## src/sha256bh_pkg.sv

```systemverilog
// ---------------------------------------------------------------------------
// SHA-256 byte hasher package
// Shared types, round constants and SHA-256 bit functions.
// ---------------------------------------------------------------------------
package sha256bh_pkg;

  localparam int unsigned WORD_W   = 32;
  localparam int unsigned BLOCK_W  = 512;
  localparam int unsigned ROUNDS   = 64;

  localparam logic [31:0] SHA_IV [8] = '{
    32'h6A09E667, 32'hBB67AE85, 32'h3C6EF372, 32'hA54FF53A,
    32'h510E527F, 32'h9B05688C, 32'h1F83D9AB, 32'h5BE0CD19
  };

  localparam logic [7:0] PAD_MARK_BYTE = 8'h80;
  localparam logic [5:0] POS_LAST      = 6'd63;
  localparam logic [5:0] POS_LEN       = 6'd56;
  localparam logic [5:0] ROUND_LAST    = 6'd63;
  localparam logic [2:0] WORD_LAST     = 3'd7;

  typedef enum logic [2:0] {
    S_IDLE,
    S_PAD,
    S_ROUND,
    S_FINAL,
    S_OUT
  } state_t;

  typedef enum logic [1:0] {
    PAD_MARK,
    PAD_ZERO,
    PAD_LEN
  } pad_sel_t;

  typedef struct packed {
    logic       load_msg;
    logic       load_pad;
    pad_sel_t   pad_sel;
    logic       init_work;
    logic       round_en;
    logic [5:0] round_idx;
    logic       chain_add;
    logic [2:0] word_idx;
    logic       finish;
  } cmd_t;

  typedef struct packed {
    logic [5:0] pos;
  } status_t;

  function automatic logic [31:0] rotr(input logic [31:0] x, input int unsigned n);
    rotr = (x >> n) | (x << (WORD_W - n));
  endfunction

  function automatic logic [31:0] big_sigma0(input logic [31:0] x);
    big_sigma0 = rotr(x, 2) ^ rotr(x, 13) ^ rotr(x, 22);
  endfunction

  function automatic logic [31:0] big_sigma1(input logic [31:0] x);
    big_sigma1 = rotr(x, 6) ^ rotr(x, 11) ^ rotr(x, 25);
  endfunction

  function automatic logic [31:0] small_sigma0(input logic [31:0] x);
    small_sigma0 = rotr(x, 7) ^ rotr(x, 18) ^ (x >> 3);
  endfunction

  function automatic logic [31:0] small_sigma1(input logic [31:0] x);
    small_sigma1 = rotr(x, 17) ^ rotr(x, 19) ^ (x >> 10);
  endfunction

  function automatic logic [31:0] round_const(input logic [5:0] t);
    unique case (t)
      6'd0:  round_const = 32'h428a2f98;
      6'd1:  round_const = 32'h71374491;
      6'd2:  round_const = 32'hb5c0fbcf;
      6'd3:  round_const = 32'he9b5dba5;
      6'd4:  round_const = 32'h3956c25b;
      6'd5:  round_const = 32'h59f111f1;
      6'd6:  round_const = 32'h923f82a4;
      6'd7:  round_const = 32'hab1c5ed5;
      6'd8:  round_const = 32'hd807aa98;
      6'd9:  round_const = 32'h12835b01;
      6'd10: round_const = 32'h243185be;
      6'd11: round_const = 32'h550c7dc3;
      6'd12: round_const = 32'h72be5d74;
      6'd13: round_const = 32'h80deb1fe;
      6'd14: round_const = 32'h9bdc06a7;
      6'd15: round_const = 32'hc19bf174;
      6'd16: round_const = 32'he49b69c1;
      6'd17: round_const = 32'hefbe4786;
      6'd18: round_const = 32'h0fc19dc6;
      6'd19: round_const = 32'h240ca1cc;
      6'd20: round_const = 32'h2de92c6f;
      6'd21: round_const = 32'h4a7484aa;
      6'd22: round_const = 32'h5cb0a9dc;
      6'd23: round_const = 32'h76f988da;
      6'd24: round_const = 32'h983e5152;
      6'd25: round_const = 32'ha831c66d;
      6'd26: round_const = 32'hb00327c8;
      6'd27: round_const = 32'hbf597fc7;
      6'd28: round_const = 32'hc6e00bf3;
      6'd29: round_const = 32'hd5a79147;
      6'd30: round_const = 32'h06ca6351;
      6'd31: round_const = 32'h14292967;
      6'd32: round_const = 32'h27b70a85;
      6'd33: round_const = 32'h2e1b2138;
      6'd34: round_const = 32'h4d2c6dfc;
      6'd35: round_const = 32'h53380d13;
      6'd36: round_const = 32'h650a7354;
      6'd37: round_const = 32'h766a0abb;
      6'd38: round_const = 32'h81c2c92e;
      6'd39: round_const = 32'h92722c85;
      6'd40: round_const = 32'ha2bfe8a1;
      6'd41: round_const = 32'ha81a664b;
      6'd42: round_const = 32'hc24b8b70;
      6'd43: round_const = 32'hc76c51a3;
      6'd44: round_const = 32'hd192e819;
      6'd45: round_const = 32'hd6990624;
      6'd46: round_const = 32'hf40e3585;
      6'd47: round_const = 32'h106aa070;
      6'd48: round_const = 32'h19a4c116;
      6'd49: round_const = 32'h1e376c08;
      6'd50: round_const = 32'h2748774c;
      6'd51: round_const = 32'h34b0bcb5;
      6'd52: round_const = 32'h391c0cb3;
      6'd53: round_const = 32'h4ed8aa4a;
      6'd54: round_const = 32'h5b9cca4f;
      6'd55: round_const = 32'h682e6ff3;
      6'd56: round_const = 32'h748f82ee;
      6'd57: round_const = 32'h78a5636f;
      6'd58: round_const = 32'h84c87814;
      6'd59: round_const = 32'h8cc70208;
      6'd60: round_const = 32'h90befffa;
      6'd61: round_const = 32'ha4506ceb;
      6'd62: round_const = 32'hbef9a3f7;
      6'd63: round_const = 32'hc67178f2;
      default: round_const = 32'h0;
    endcase
  endfunction

endpackage

```

## src/sha256bh_ctrl.sv

```systemverilog
// ---------------------------------------------------------------------------
// SHA-256 byte hasher controller
// Sequences byte loads, padding, compression rounds and digest output.
// ---------------------------------------------------------------------------
module sha256bh_ctrl
  import sha256bh_pkg::*;
(
  input  logic    clk,
  input  logic    rst,
  input  logic    in_valid,
  input  logic    in_present,
  input  logic    in_end,
  output logic    in_ready,
  output logic    out_valid,
  input  logic    out_ready,
  output logic    out_last,
  input  status_t status,
  output cmd_t    cmd
);

  state_t     state;
  state_t     state_next;
  logic [5:0] round;
  logic [2:0] word;
  logic       end_pend;   // message end seen, digest not yet delivered
  logic       pad_first;  // next pad byte is the 0x80 marker
  logic       len_block;  // current block carries the length
  logic       len_done;   // length written, last compression or digest output under way
  logic       accept;
  logic       pos_last;

  assign accept   = in_valid && (state == S_IDLE);
  assign pos_last = (status.pos == POS_LAST);

  always_comb begin
    state_next = state;
    unique case (state)
      S_IDLE: begin
        if (accept && in_present && pos_last) begin
          state_next = S_ROUND;
        end else if (accept && in_end) begin
          state_next = S_PAD;
        end
      end
      S_PAD: begin
        if (pos_last) begin
          state_next = S_ROUND;
        end
      end
      S_ROUND: begin
        if (round == ROUND_LAST) begin
          state_next = S_FINAL;
        end
      end
      S_FINAL: begin
        if (len_done) begin
          state_next = S_OUT;
        end else if (end_pend) begin
          state_next = S_PAD;
        end else begin
          state_next = S_IDLE;
        end
      end
      S_OUT: begin
        if (out_ready && (word == WORD_LAST)) begin
          state_next = S_IDLE;
        end
      end
      default: state_next = S_IDLE;
    endcase
  end

  always_comb begin
    in_ready      = (state == S_IDLE);
    out_valid     = (state == S_OUT);
    out_last      = (word == WORD_LAST);
    cmd.load_msg  = accept && in_present;
    cmd.load_pad  = (state == S_PAD);
    priority if (pad_first) begin
      cmd.pad_sel = PAD_MARK;
    end else if (len_block && (status.pos >= POS_LEN)) begin
      cmd.pad_sel = PAD_LEN;
    end else begin
      cmd.pad_sel = PAD_ZERO;
    end
    cmd.init_work = (cmd.load_msg || cmd.load_pad) && pos_last;
    cmd.round_en  = (state == S_ROUND);
    cmd.round_idx = round;
    cmd.chain_add = (state == S_FINAL);
    cmd.word_idx  = word;
    cmd.finish    = (state == S_OUT) && out_ready && (word == WORD_LAST);
  end

  always_ff @(posedge clk) begin
    if (rst) begin
      state     <= S_IDLE;
      round     <= '0;
      word      <= '0;
      end_pend  <= 1'b0;
      pad_first <= 1'b0;
      len_block <= 1'b0;
      len_done  <= 1'b0;
    end else begin
      state <= state_next;
      if (state == S_ROUND) begin
        round <= round + 6'd1;
      end
      if ((state == S_OUT) && out_ready) begin
        word <= word + 3'd1;
      end
      if (accept && in_end) begin
        end_pend  <= 1'b1;
        pad_first <= 1'b1;
      end
      if (state == S_PAD) begin
        pad_first <= 1'b0;
        // marker early enough for the length, or spill into a fresh block
        if ((pad_first && (status.pos < POS_LEN)) || pos_last) begin
          len_block <= 1'b1;
        end
        if (pos_last && len_block) begin
          len_done <= 1'b1;
        end
      end
      if (cmd.finish) begin
        end_pend  <= 1'b0;
        len_block <= 1'b0;
        len_done  <= 1'b0;
      end
    end
  end

endmodule

```

## src/sha256bh_dp.sv

```systemverilog
// ---------------------------------------------------------------------------
// SHA-256 byte hasher datapath
// Message window, round unit, chain value and bit counter.
// ---------------------------------------------------------------------------
module sha256bh_dp
  import sha256bh_pkg::*;
(
  input  logic        clk,
  input  logic        rst,
  input  logic [7:0]  data_byte,
  input  cmd_t        cmd,
  output status_t     status,
  output logic [31:0] digest_word,
  output logic [2:0]  word_index
);

  logic [BLOCK_W-1:0] window;     // 16 words, word 0 in the top bits
  logic [31:0]        chain [8];
  logic [63:0]        message_bits;
  logic [5:0]         pos;
  logic [31:0]        wa, wb, wc, wd, we, wf, wg, wh;

  logic [7:0][7:0]    len_view;
  logic [7:0]         pad_byte;
  logic [7:0]         byte_in;
  logic               load;
  logic [31:0]        w0, w1, w9, w14;
  logic [31:0]        w_new;
  logic [31:0]        w_t;
  logic [31:0]        t1;
  logic [31:0]        t2;

  assign len_view = message_bits;
  assign load     = cmd.load_msg || cmd.load_pad;

  always_comb begin
    unique case (cmd.pad_sel)
      PAD_MARK: pad_byte = PAD_MARK_BYTE;
      PAD_LEN:  pad_byte = len_view[~pos[2:0]];   // big-endian length
      default:  pad_byte = 8'h00;
    endcase
    byte_in = cmd.load_msg ? data_byte : pad_byte;
  end

  assign w0  = window[BLOCK_W-1 -: WORD_W];
  assign w1  = window[BLOCK_W-1-WORD_W -: WORD_W];
  assign w9  = window[BLOCK_W-1-9*WORD_W -: WORD_W];
  assign w14 = window[BLOCK_W-1-14*WORD_W -: WORD_W];

  always_comb begin
    w_new = small_sigma1(w14) + w9 + small_sigma0(w1) + w0;
    // first 16 rounds just rotate the loaded words through
    w_t   = (cmd.round_idx[5:4] == 2'b00) ? w0 : w_new;
    t1    = wh + big_sigma1(we) + ((we & wf) ^ (~we & wg)) + round_const(cmd.round_idx) + w_t;
    t2    = big_sigma0(wa) + ((wa & wb) ^ (wa & wc) ^ (wb & wc));
  end

  always_ff @(posedge clk) begin
    if (rst) begin
      pos          <= '0;
      message_bits <= '0;
      for (int i = 0; i < 8; i++) begin
        chain[i] <= SHA_IV[i];
      end
    end else begin
      if (load) begin
        pos <= pos + 6'd1;
      end
      if (cmd.finish) begin
        message_bits <= '0;
      end else if (cmd.load_msg) begin
        message_bits <= message_bits + 64'd8;
      end
      if (cmd.finish) begin
        for (int i = 0; i < 8; i++) begin
          chain[i] <= SHA_IV[i];
        end
      end else if (cmd.chain_add) begin
        chain[0] <= chain[0] + wa;
        chain[1] <= chain[1] + wb;
        chain[2] <= chain[2] + wc;
        chain[3] <= chain[3] + wd;
        chain[4] <= chain[4] + we;
        chain[5] <= chain[5] + wf;
        chain[6] <= chain[6] + wg;
        chain[7] <= chain[7] + wh;
      end
    end
  end

  always_ff @(posedge clk) begin
    if (load) begin
      window <= {window[BLOCK_W-9:0], byte_in};
    end else if (cmd.round_en) begin
      window <= {window[BLOCK_W-WORD_W-1:0], w_t};
    end
    if (cmd.init_work) begin
      wa <= chain[0];
      wb <= chain[1];
      wc <= chain[2];
      wd <= chain[3];
      we <= chain[4];
      wf <= chain[5];
      wg <= chain[6];
      wh <= chain[7];
    end else if (cmd.round_en) begin
      wh <= wg;
      wg <= wf;
      wf <= we;
      we <= wd + t1;
      wd <= wc;
      wc <= wb;
      wb <= wa;
      wa <= t1 + t2;
    end
  end

  assign status.pos  = pos;
  assign digest_word = chain[cmd.word_idx];
  assign word_index  = cmd.word_idx;

endmodule

```

## src/sha256_byte_hasher.sv

```systemverilog
// ---------------------------------------------------------------------------
// SHA-256 byte hasher
// Hashes a byte stream and returns the eight digest words per message.
// ---------------------------------------------------------------------------
// One request in, one byte (optional) and an end flag. The byte that fills
// a 64-byte block starts 64 rounds of the single round unit, then the chain
// add; no new byte is taken until they are done. On end of message the pad
// bytes go through the same byte path, one per cycle, followed by one or two
// compressions, then the eight digest words are offered one per cycle while
// the receiver is ready, first word first. No input is taken while a
// compression, padding or digest output is in progress.
module sha256_byte_hasher
  import sha256bh_pkg::*;
(
  input  logic        clk,
  input  logic        rst,
  input  logic        s_axis_tvalid,
  output logic        s_axis_tready,
  input  logic [7:0]  s_axis_tdata,   // [7:0] data_byte
  input  logic        s_axis_tuser,   // [0] byte_present
  input  logic        s_axis_tlast,   // end_of_message
  output logic        m_axis_tvalid,
  input  logic        m_axis_tready,
  output logic [39:0] m_axis_tdata,   // [31:0] digest_word, [34:32] word_index
  output logic        m_axis_tlast    // last_word
);

  cmd_t        cmd;
  status_t     status;
  logic [31:0] digest_word;
  logic [2:0]  word_index;

  sha256bh_ctrl u_ctrl (
    .clk        (clk),
    .rst        (rst),
    .in_valid   (s_axis_tvalid),
    .in_present (s_axis_tuser),
    .in_end     (s_axis_tlast),
    .in_ready   (s_axis_tready),
    .out_valid  (m_axis_tvalid),
    .out_ready  (m_axis_tready),
    .out_last   (m_axis_tlast),
    .status     (status),
    .cmd        (cmd)
  );

  sha256bh_dp u_dp (
    .clk         (clk),
    .rst         (rst),
    .data_byte   (s_axis_tdata),
    .cmd         (cmd),
    .status      (status),
    .digest_word (digest_word),
    .word_index  (word_index)
  );

  assign m_axis_tdata = {5'b0, word_index, digest_word};

endmodule

```

## config.mk

```make
export PLATFORM = sky130hd
export DESIGN_NAME = sha256_byte_hasher
export DESIGN_NICKNAME = d
export VERILOG_FILES = /design/src/sha256bh_pkg.sv /design/src/sha256bh_ctrl.sv /design/src/sha256bh_dp.sv /design/src/sha256_byte_hasher.sv
export SDC_FILE = /design/constraint.sdc
export NUM_CORES = 2
export LEC_CHECK = 0
export BUFFER_PORTS_ARGS = -buffer_cell sky130_fd_sc_hd__buf_4
export CAP_MARGIN = 20
export CORE_ASPECT_RATIO = 0.7
export CORE_UTILIZATION = 65
export CTS_CLUSTER_DIAMETER = 200
export DETAILED_ROUTE_END_ITERATION = 7
export PLACE_DENSITY = 0.81
export SYNTH_ARGS = -nofsm -noshare
export SYNTH_HDL_FRONTEND = slang
export SYNTH_HIERARCHICAL = 1
export SYNTH_SLANG_ARGS = --single-unit
```

## constraint.sdc

```tcl
create_clock -name clk -period 15.4 [get_ports clk]
set_input_delay 0.77 -clock clk [delete_from_list [all_inputs] [get_ports clk]]
set_output_delay 0.77 -clock clk [all_outputs]
set_load 0.02 [all_outputs]
```

Word-level counts from Yosys, hierarchy flattened
Memory sizes are Yosys's and may differ from the RTL's. A register that Yosys moved wholly into a read port is not among the register bits.
Cells that the tools add are included.
Widths: inputs -> output; s select.
Cells by class
  add/subtract/negate cells: 22
  $lt $le $gt $ge: 3
  equality and inequality tests: 12
  muxes and demuxes: 62
  bitwise gates (word level): 44
  reduce and logical (&&, ||, !) cells: 23
Operators by type and width (number)
  $mux 32: 33
  $mux 512: 2
  $add 32x32->32: 18
  $xor 32x32->32: 9
  $and 32x32->32: 5
  $add 64x4->64 const B: 1
  $not 32->32: 1
  $or 10x32->32: 1
  $or 13x32->32: 1
  $or 14x32->32: 1
  $or 15x32->32: 1
  $or 19x32->32: 1
  $or 21x32->32: 1
  $or 25x32->32: 1
  $or 26x32->32: 1
  $or 30x32->32: 1
  $or 7x32->32: 1
  $xor 32x22->32: 1
  $xor 32x29->32: 1
  $bmux 8 s3: 1
  $mux 3: 8
  $mux 8: 2
  $or 1x1->1: 16
  $pmux 8 s2: 1
  25 further kinds: 57
Word-level totals
  bits in registers: 854
  memory bits (writable): 256
  bits in read-only memories: 2048
  input port bits: 14
  output and inout bits: 43
  word-level logic and storage cells: 186
  memories kept: 2
Memory list
  (no name shown): words 64, bits a word 32, read ports 1, clocked after memory_dff 1, wr ports 0, line sha256bh_pkg.sv:73  | unique case (t)
  u_dp.chain: words 8, bits a word 32, read ports 9, clocked after memory_dff 1, wr ports 8, line sha256bh_dp.sv:18  | logic [31:0] chain [8];

Logic depth before layout (Yosys ltp)
  word-level depth: 11
  depth in mapped cells: 43
  depth with buffers taken out: 42

Hierarchy
Netlist, hierarchy kept.
By module, submodules not included
  sha256bh_dp: times used 1, cells each 7532, area an instance 73910.9 um2, seq. area each 31770.5 um2
  sha256bh_ctrl: times used 1, cells each 90, area an instance 810.8 um2, seq. area each 320.3 um2
  sha256_byte_hasher: times used 1, cells each 6, area an instance 41.3 um2, seq. area each 0.0 um2

Least setup slack after synthesis
OpenSTA, ideal clock, no wires.
  path type: register -> register
  from: reg u_ctrl.state[0]
  to: reg u_dp.window[0], enable pin
  setup time: 0.909 ns
  data arrival time: 12.111 ns
  data required time: 14.491 ns
  slack: 2.380 ns
  cell stages (with the launch flop): 5
  path buffers: 1
  clock period less this slack: 13.020 ns
  cells stage by stage: dfxtp_1 -> nor3_2 -> and3_1 -> buf_2 -> or3_1
RTL lines
  start, declared: line sha256bh_ctrl.sv:21  | state_t state;
  start signal, assigned: line sha256bh_ctrl.sv:104  | state <= state_next;
  end signal, assigned: line sha256bh_dp.sv:93  | window <= {window[BLOCK_W-9:0], byte_in};
  end signal, assigned: line sha256bh_dp.sv:95  | window <= {window[BLOCK_W-WORD_W-1:0], w_t};
  end, declared: line sha256bh_dp.sv:17  | logic [BLOCK_W-1:0] window;

Worst setup path after layout
  from: reg u_dp.window[50]
  to: reg u_dp.wa[31], data pin
On the way
  longest elaborated chain between the ends: 11
  elaborated cells between the ends (all ways): 12
  classes of those cells: add/sub (5); mux (3); bitwise (4)
Ends and longest elaborated chain
  $or 15x32->32 / $or 13x32->32 (equally long branches): line sha256bh_pkg.sv:53  | rotr = (x >> n) | (x << (WORD_W - n));
  $xor 32x32->32: line sha256bh_pkg.sv:69  | small_sigma1 = rotr(x, 17) ^ rotr(x, 19) ^ (x >> 10);
  $xor 32x22->32 (*): line sha256bh_pkg.sv:69
  $add 32x32->32 (*) (3 in a row): line sha256bh_dp.sv:51  | w_new = small_sigma1(w14) + w9 + small_sigma0(w1) + w0;
  $mux 32 (*): line sha256bh_dp.sv:53  | w_t = (cmd.round_idx[5:4] == 2'b00) ? w0 : w_new;
  $add 32x32->32 (*): line sha256bh_dp.sv:54  | t1 = wh + big_sigma1(we) + ((we & wf) ^ (~we & wg)) + round_const(cmd.round_idx) + w_t;
  $add 32x32->32 (*): line sha256bh_dp.sv:114  | wa <= t1 + t2;
  $mux 32 (*): line sha256bh_dp.sv:106  | end else if (cmd.round_en) begin
  $mux 32 (*): line sha256bh_dp.sv:97  | if (cmd.init_work) begin
  end signal, assigned: line sha256bh_dp.sv:98  | wa <= chain[0];
  end signal, assigned: line sha256bh_dp.sv:114
  end, declared: line sha256bh_dp.sv:21  | logic [31:0] wa, wb, wc, wd, we, wf, wg, wh;
Every way passes the cells marked *; elsewhere a longest branch is shown, timed or not. The select of a mux whose other input is x is not followed.
A chain may end at the register's enable or synchronous reset.

==> impl_summary.log <==
[metrics] CTS tree: built
[metrics] IO buf count: 51
[metrics] nature of the critical path startpoint: register
[metrics] maximum net fanout on the critical path: 5
[metrics] reg-to-reg critical path endpoint: u_dp/wa[31]
[metrics] final setup margin: about 4.6 ns
[metrics] arrival time worst endpoint: 11.28 ns
[metrics] register clock-pin slew on the reported worst setup and hold paths: approximately 0.07 ns
[metrics] most repeated library cell on the critical path: fa_1
[metrics] clock skew: between 0.04 and 0.05 ns
[metrics] Remaining Overflow, GRT: 0
[metrics] Routed WL per cell: around 26 um
[metrics] clk buf depth: 3
[metrics] origin of the worst min-delay path: s_axis_tdata[2]
[metrics] # IOs: 57
[metrics] MaxCap Viol Count: 0
[metrics] first-pass GRT wire length: ~350000 um
[metrics] post-synthesis instance area: roughly 75000 sq um
[metrics] number of sinks handled by clock tree synthesis: roughly 1.1k
[metrics] Die Width: ~400 um
[metrics] required time of the worst setup path: 15.84 ns
[metrics] commonest register cell after synthesis: edfxtp_1
[metrics] count of cells resized by post-cts repair: 0
[metrics] clock insertion delay at the later pin of the skew report: 0.75 ns
[metrics] largest net degree at the start of global routing: roughly 250
[metrics] number of vias after detailed routing: a little under 60k
[metrics] Worst R2R Setup Slack: around 4.6 ns
[metrics] starting density of the core: 65.92%
[metrics] number of warning messages in the yosys log: 6
[metrics] pwr/cell area: about 180 nW/um^2
[metrics] DRT Wirelength: between 200000 and 250000 um
[metrics] cell type of the slowest stage on the worst timing path: a211oi_1
[metrics] highest clock frequency the design can meet: a little over 0.09 GHz
[metrics] Layout area overhead: 6.758%
[metrics] post-route total power: about 14 mW
[metrics] Cell variety after synth: 95
[metrics] number of antenna violations at the first check in global routing: 8
[metrics] synthesized area per cell: around 9.8 sq um
[metrics] number of cells traversed by the worst hold path: 3
[metrics] placed instance count: slightly below 9k
[metrics] capture endpoint of the worst hold path: u_dp/window[2]
[metrics] Pins Over Slew Limit: 0
[metrics] worst-margin pin slew: ~1.2 ns
[metrics] most frequent cell after synthesis: nand2_1
[metrics] last weighted congestion value of the routability-driven placer: 1.068
[metrics] overall routing resource usage: between 30% and 40%
[metrics] HPWL after detailed placement: 174000 um
[metrics] number of buffers inserted during clock tree synthesis: 109
[metrics] number of enable flip-flop cells after synthesis: around 990
[metrics] num rows: about 100
[metrics] largest cells by area after synthesis: edfxtp_1, nand2_1, ha_1
[metrics] DR DRC count: 0
[metrics] total of hold buffers inserted after clock tree synthesis: 0
[metrics] leakage component of the power: 32.27 nW
[metrics] Final #Nets: roughly 8.1k
[metrics] share of the synthesized area in the top cell type: about two fifths
[metrics] final setup TNS: 0 ns
[metrics] largest area contributor in the synthesized netlist: edfxtp_1
[metrics] number of DRC markers in iteration 0: slightly below 9k
[metrics] Cells after Synth: between 7k and 8k
[metrics] worst setup path class: register to register
[metrics] Floorplan Core Area: approximately 110000 sq um
[metrics] vertical extent of the die: around 290 um
[metrics] share of layout cells above drive strength 1: 9.203%
[metrics] remaining number of nets flagged by the antenna check after routing: 0
[metrics] iteration count of the initial detailed-routing pass: 7
[metrics] number of H-tree levels: 3
[metrics] CP peak stage delay: roughly 0.6 ns
[metrics] result of the run: finished clean
[metrics] count of final hold-check violations: 0
[metrics] RSZ-0062 raised after global routing: false
[metrics] synth cell count leaders: nand2_1, edfxtp_1, o21ai_0
[metrics] Final Non-Filler Cells: between 9k and 10k
[metrics] via density per instance: 6.503
[metrics] relative max-transition margin: between 10% and 20%
[metrics] Worst setup EP type: register
[metrics] Worst Reg-to-Reg Cells: 40
[metrics] worst slack after detailed placement: between 4 and 5 ns
[metrics] via count of the first global-routing pass: about 54k
[metrics] Final Critical Period: between 10 and 15 ns
[metrics] HP Class: primary input to register
[metrics] asr flop ratio synth: 0%
[metrics] count of buffers added by post-CTS timing repair for setup: 0
[metrics] maximum VDD drop: 0.2006 mV
[metrics] Final period util: 70.41%
[metrics] Die Area: between 100000 and 150000 sq um
[metrics] Seq cells post-synth: around 1.1k
[metrics] buffer cell driving the clock tree root: clkbuf_16
[metrics] final setup violating endpoints: 0
[metrics] r2r startpoint: u_dp/window[50]
[metrics] sequential fraction of the synthesis area: between 40% and 50%
## critical path: cells and delay by family (launching register included)
kind            cells  cell delay, ns
fa+ha+maj           9            3.69
simple gates        5            0.46
xor+xnor            6            1.13
compound gates     16            4.50
buf+inv             4            0.25
flops               1            0.50
## how the worst max path moves through the flow
stage,startpoint,end,slack (ns),cells after the start
floorplan,u_ctrl/state[0],u_dp/window[0],2.38,4
global placement,u_dp/window[50],u_dp/wa[31],5.00,40
detailed placement,u_dp/window[50],u_dp/wa[31],4.67,40
CTS,u_dp/window[50],u_dp/wa[31],4.71,40
global route,u_dp/window[50],u_dp/wa[31],3.99,40
finish,u_dp/window[50],u_dp/wa[31],4.56,40
## routing by layer
metal | part of all wire, % | global-route usage [%] | up-vias
met5 | 0.040 | 0.5613 | -
met1 | 43 | 60.98 | 28720
li1 | - | - | 26280
met2 | 38 | 49.88 | 3825
met3 | 17 | 18.10 | 342
met4 | 2.2 | 8.477 | 2
## state kept, by name, indices dropped and copies added, names as in the netlist, 6 cells and up
signal,flops
u_dp/wg,32
u_dp/wc,32
u_dp/we,32
u_dp/chain,256
u_dp/wd,32
u_dp/window,512
u_dp/len_view,61
u_dp/wf,32
u_dp/status,6
u_dp/wb,32
u_ctrl/round,6
u_dp/wa,32
u_dp/wh,32
## placed cells by master (no fill, tap or decap), drive strengths merged, types with 40 or more instances in the layout
cell type / instances
a21oi: 372
o21ai: 487
dfxtp: 115
a211oi: 48
nor3: 93
nor2b: 51
edfxtp: 992
inv: 452
xor2: 250
nor2: 407
xnor2: 356
mux4: 85
buf: 120
and3: 53
ha: 395
clkinv: 45
fa: 196
nand2b: 67
a21o: 163
clkbuf: 149
o21bai: 40
a31oi: 48
mux2: 258
nand3: 96
mux2i: 45
o21a: 58
nand2: 1728
## through the flow
stage / util, % / hold WS, ns / area (sq um)
after CTS: 70.36 / 0.3467 / 79790
final: 70.38 / 0.3650 / 79820
after global routing: 70.37 / 0.3849 / 79810
after global placement: 67.19 / 0.4521 / 76200
after detailed placement: 67.19 / 0.4583 / 76200
after floorplan: - / 0.4415 / 74780
## kinds of logic after synthesis
logic type,count (synthesis),share of synthesized area [%]
compound gates,1436,11.78
xor+xnor,606,7.099
fa+ha+maj,597,11.94
buf+inv,833,4.224
flops,1107,42.92
mux,388,7.049
other cells,1,0.005016
simple gates,2660,14.98
## cell type report
cell class | instances | area, sq um
well taps | 1522 | 1904
clock buffers | 149 | 3093
diodes | 3 | 7.507
flip-flops and latches | 1107 | 32110
multi-input cells | 5692 | 39580
inverters | 451 | 1695
repair buffers | 120 | 938.4
clock inverters | 55 | 495.5
fillers | 8535 | 33590
## where the power goes
part	switching (mW)	leakage, nW	internal [mW]
logic	4.35	20.1	2.76
clock network	1.24	1.76	1.48
registers	0.364	10.4	4.02
Power figures use the tool's default switching activity.
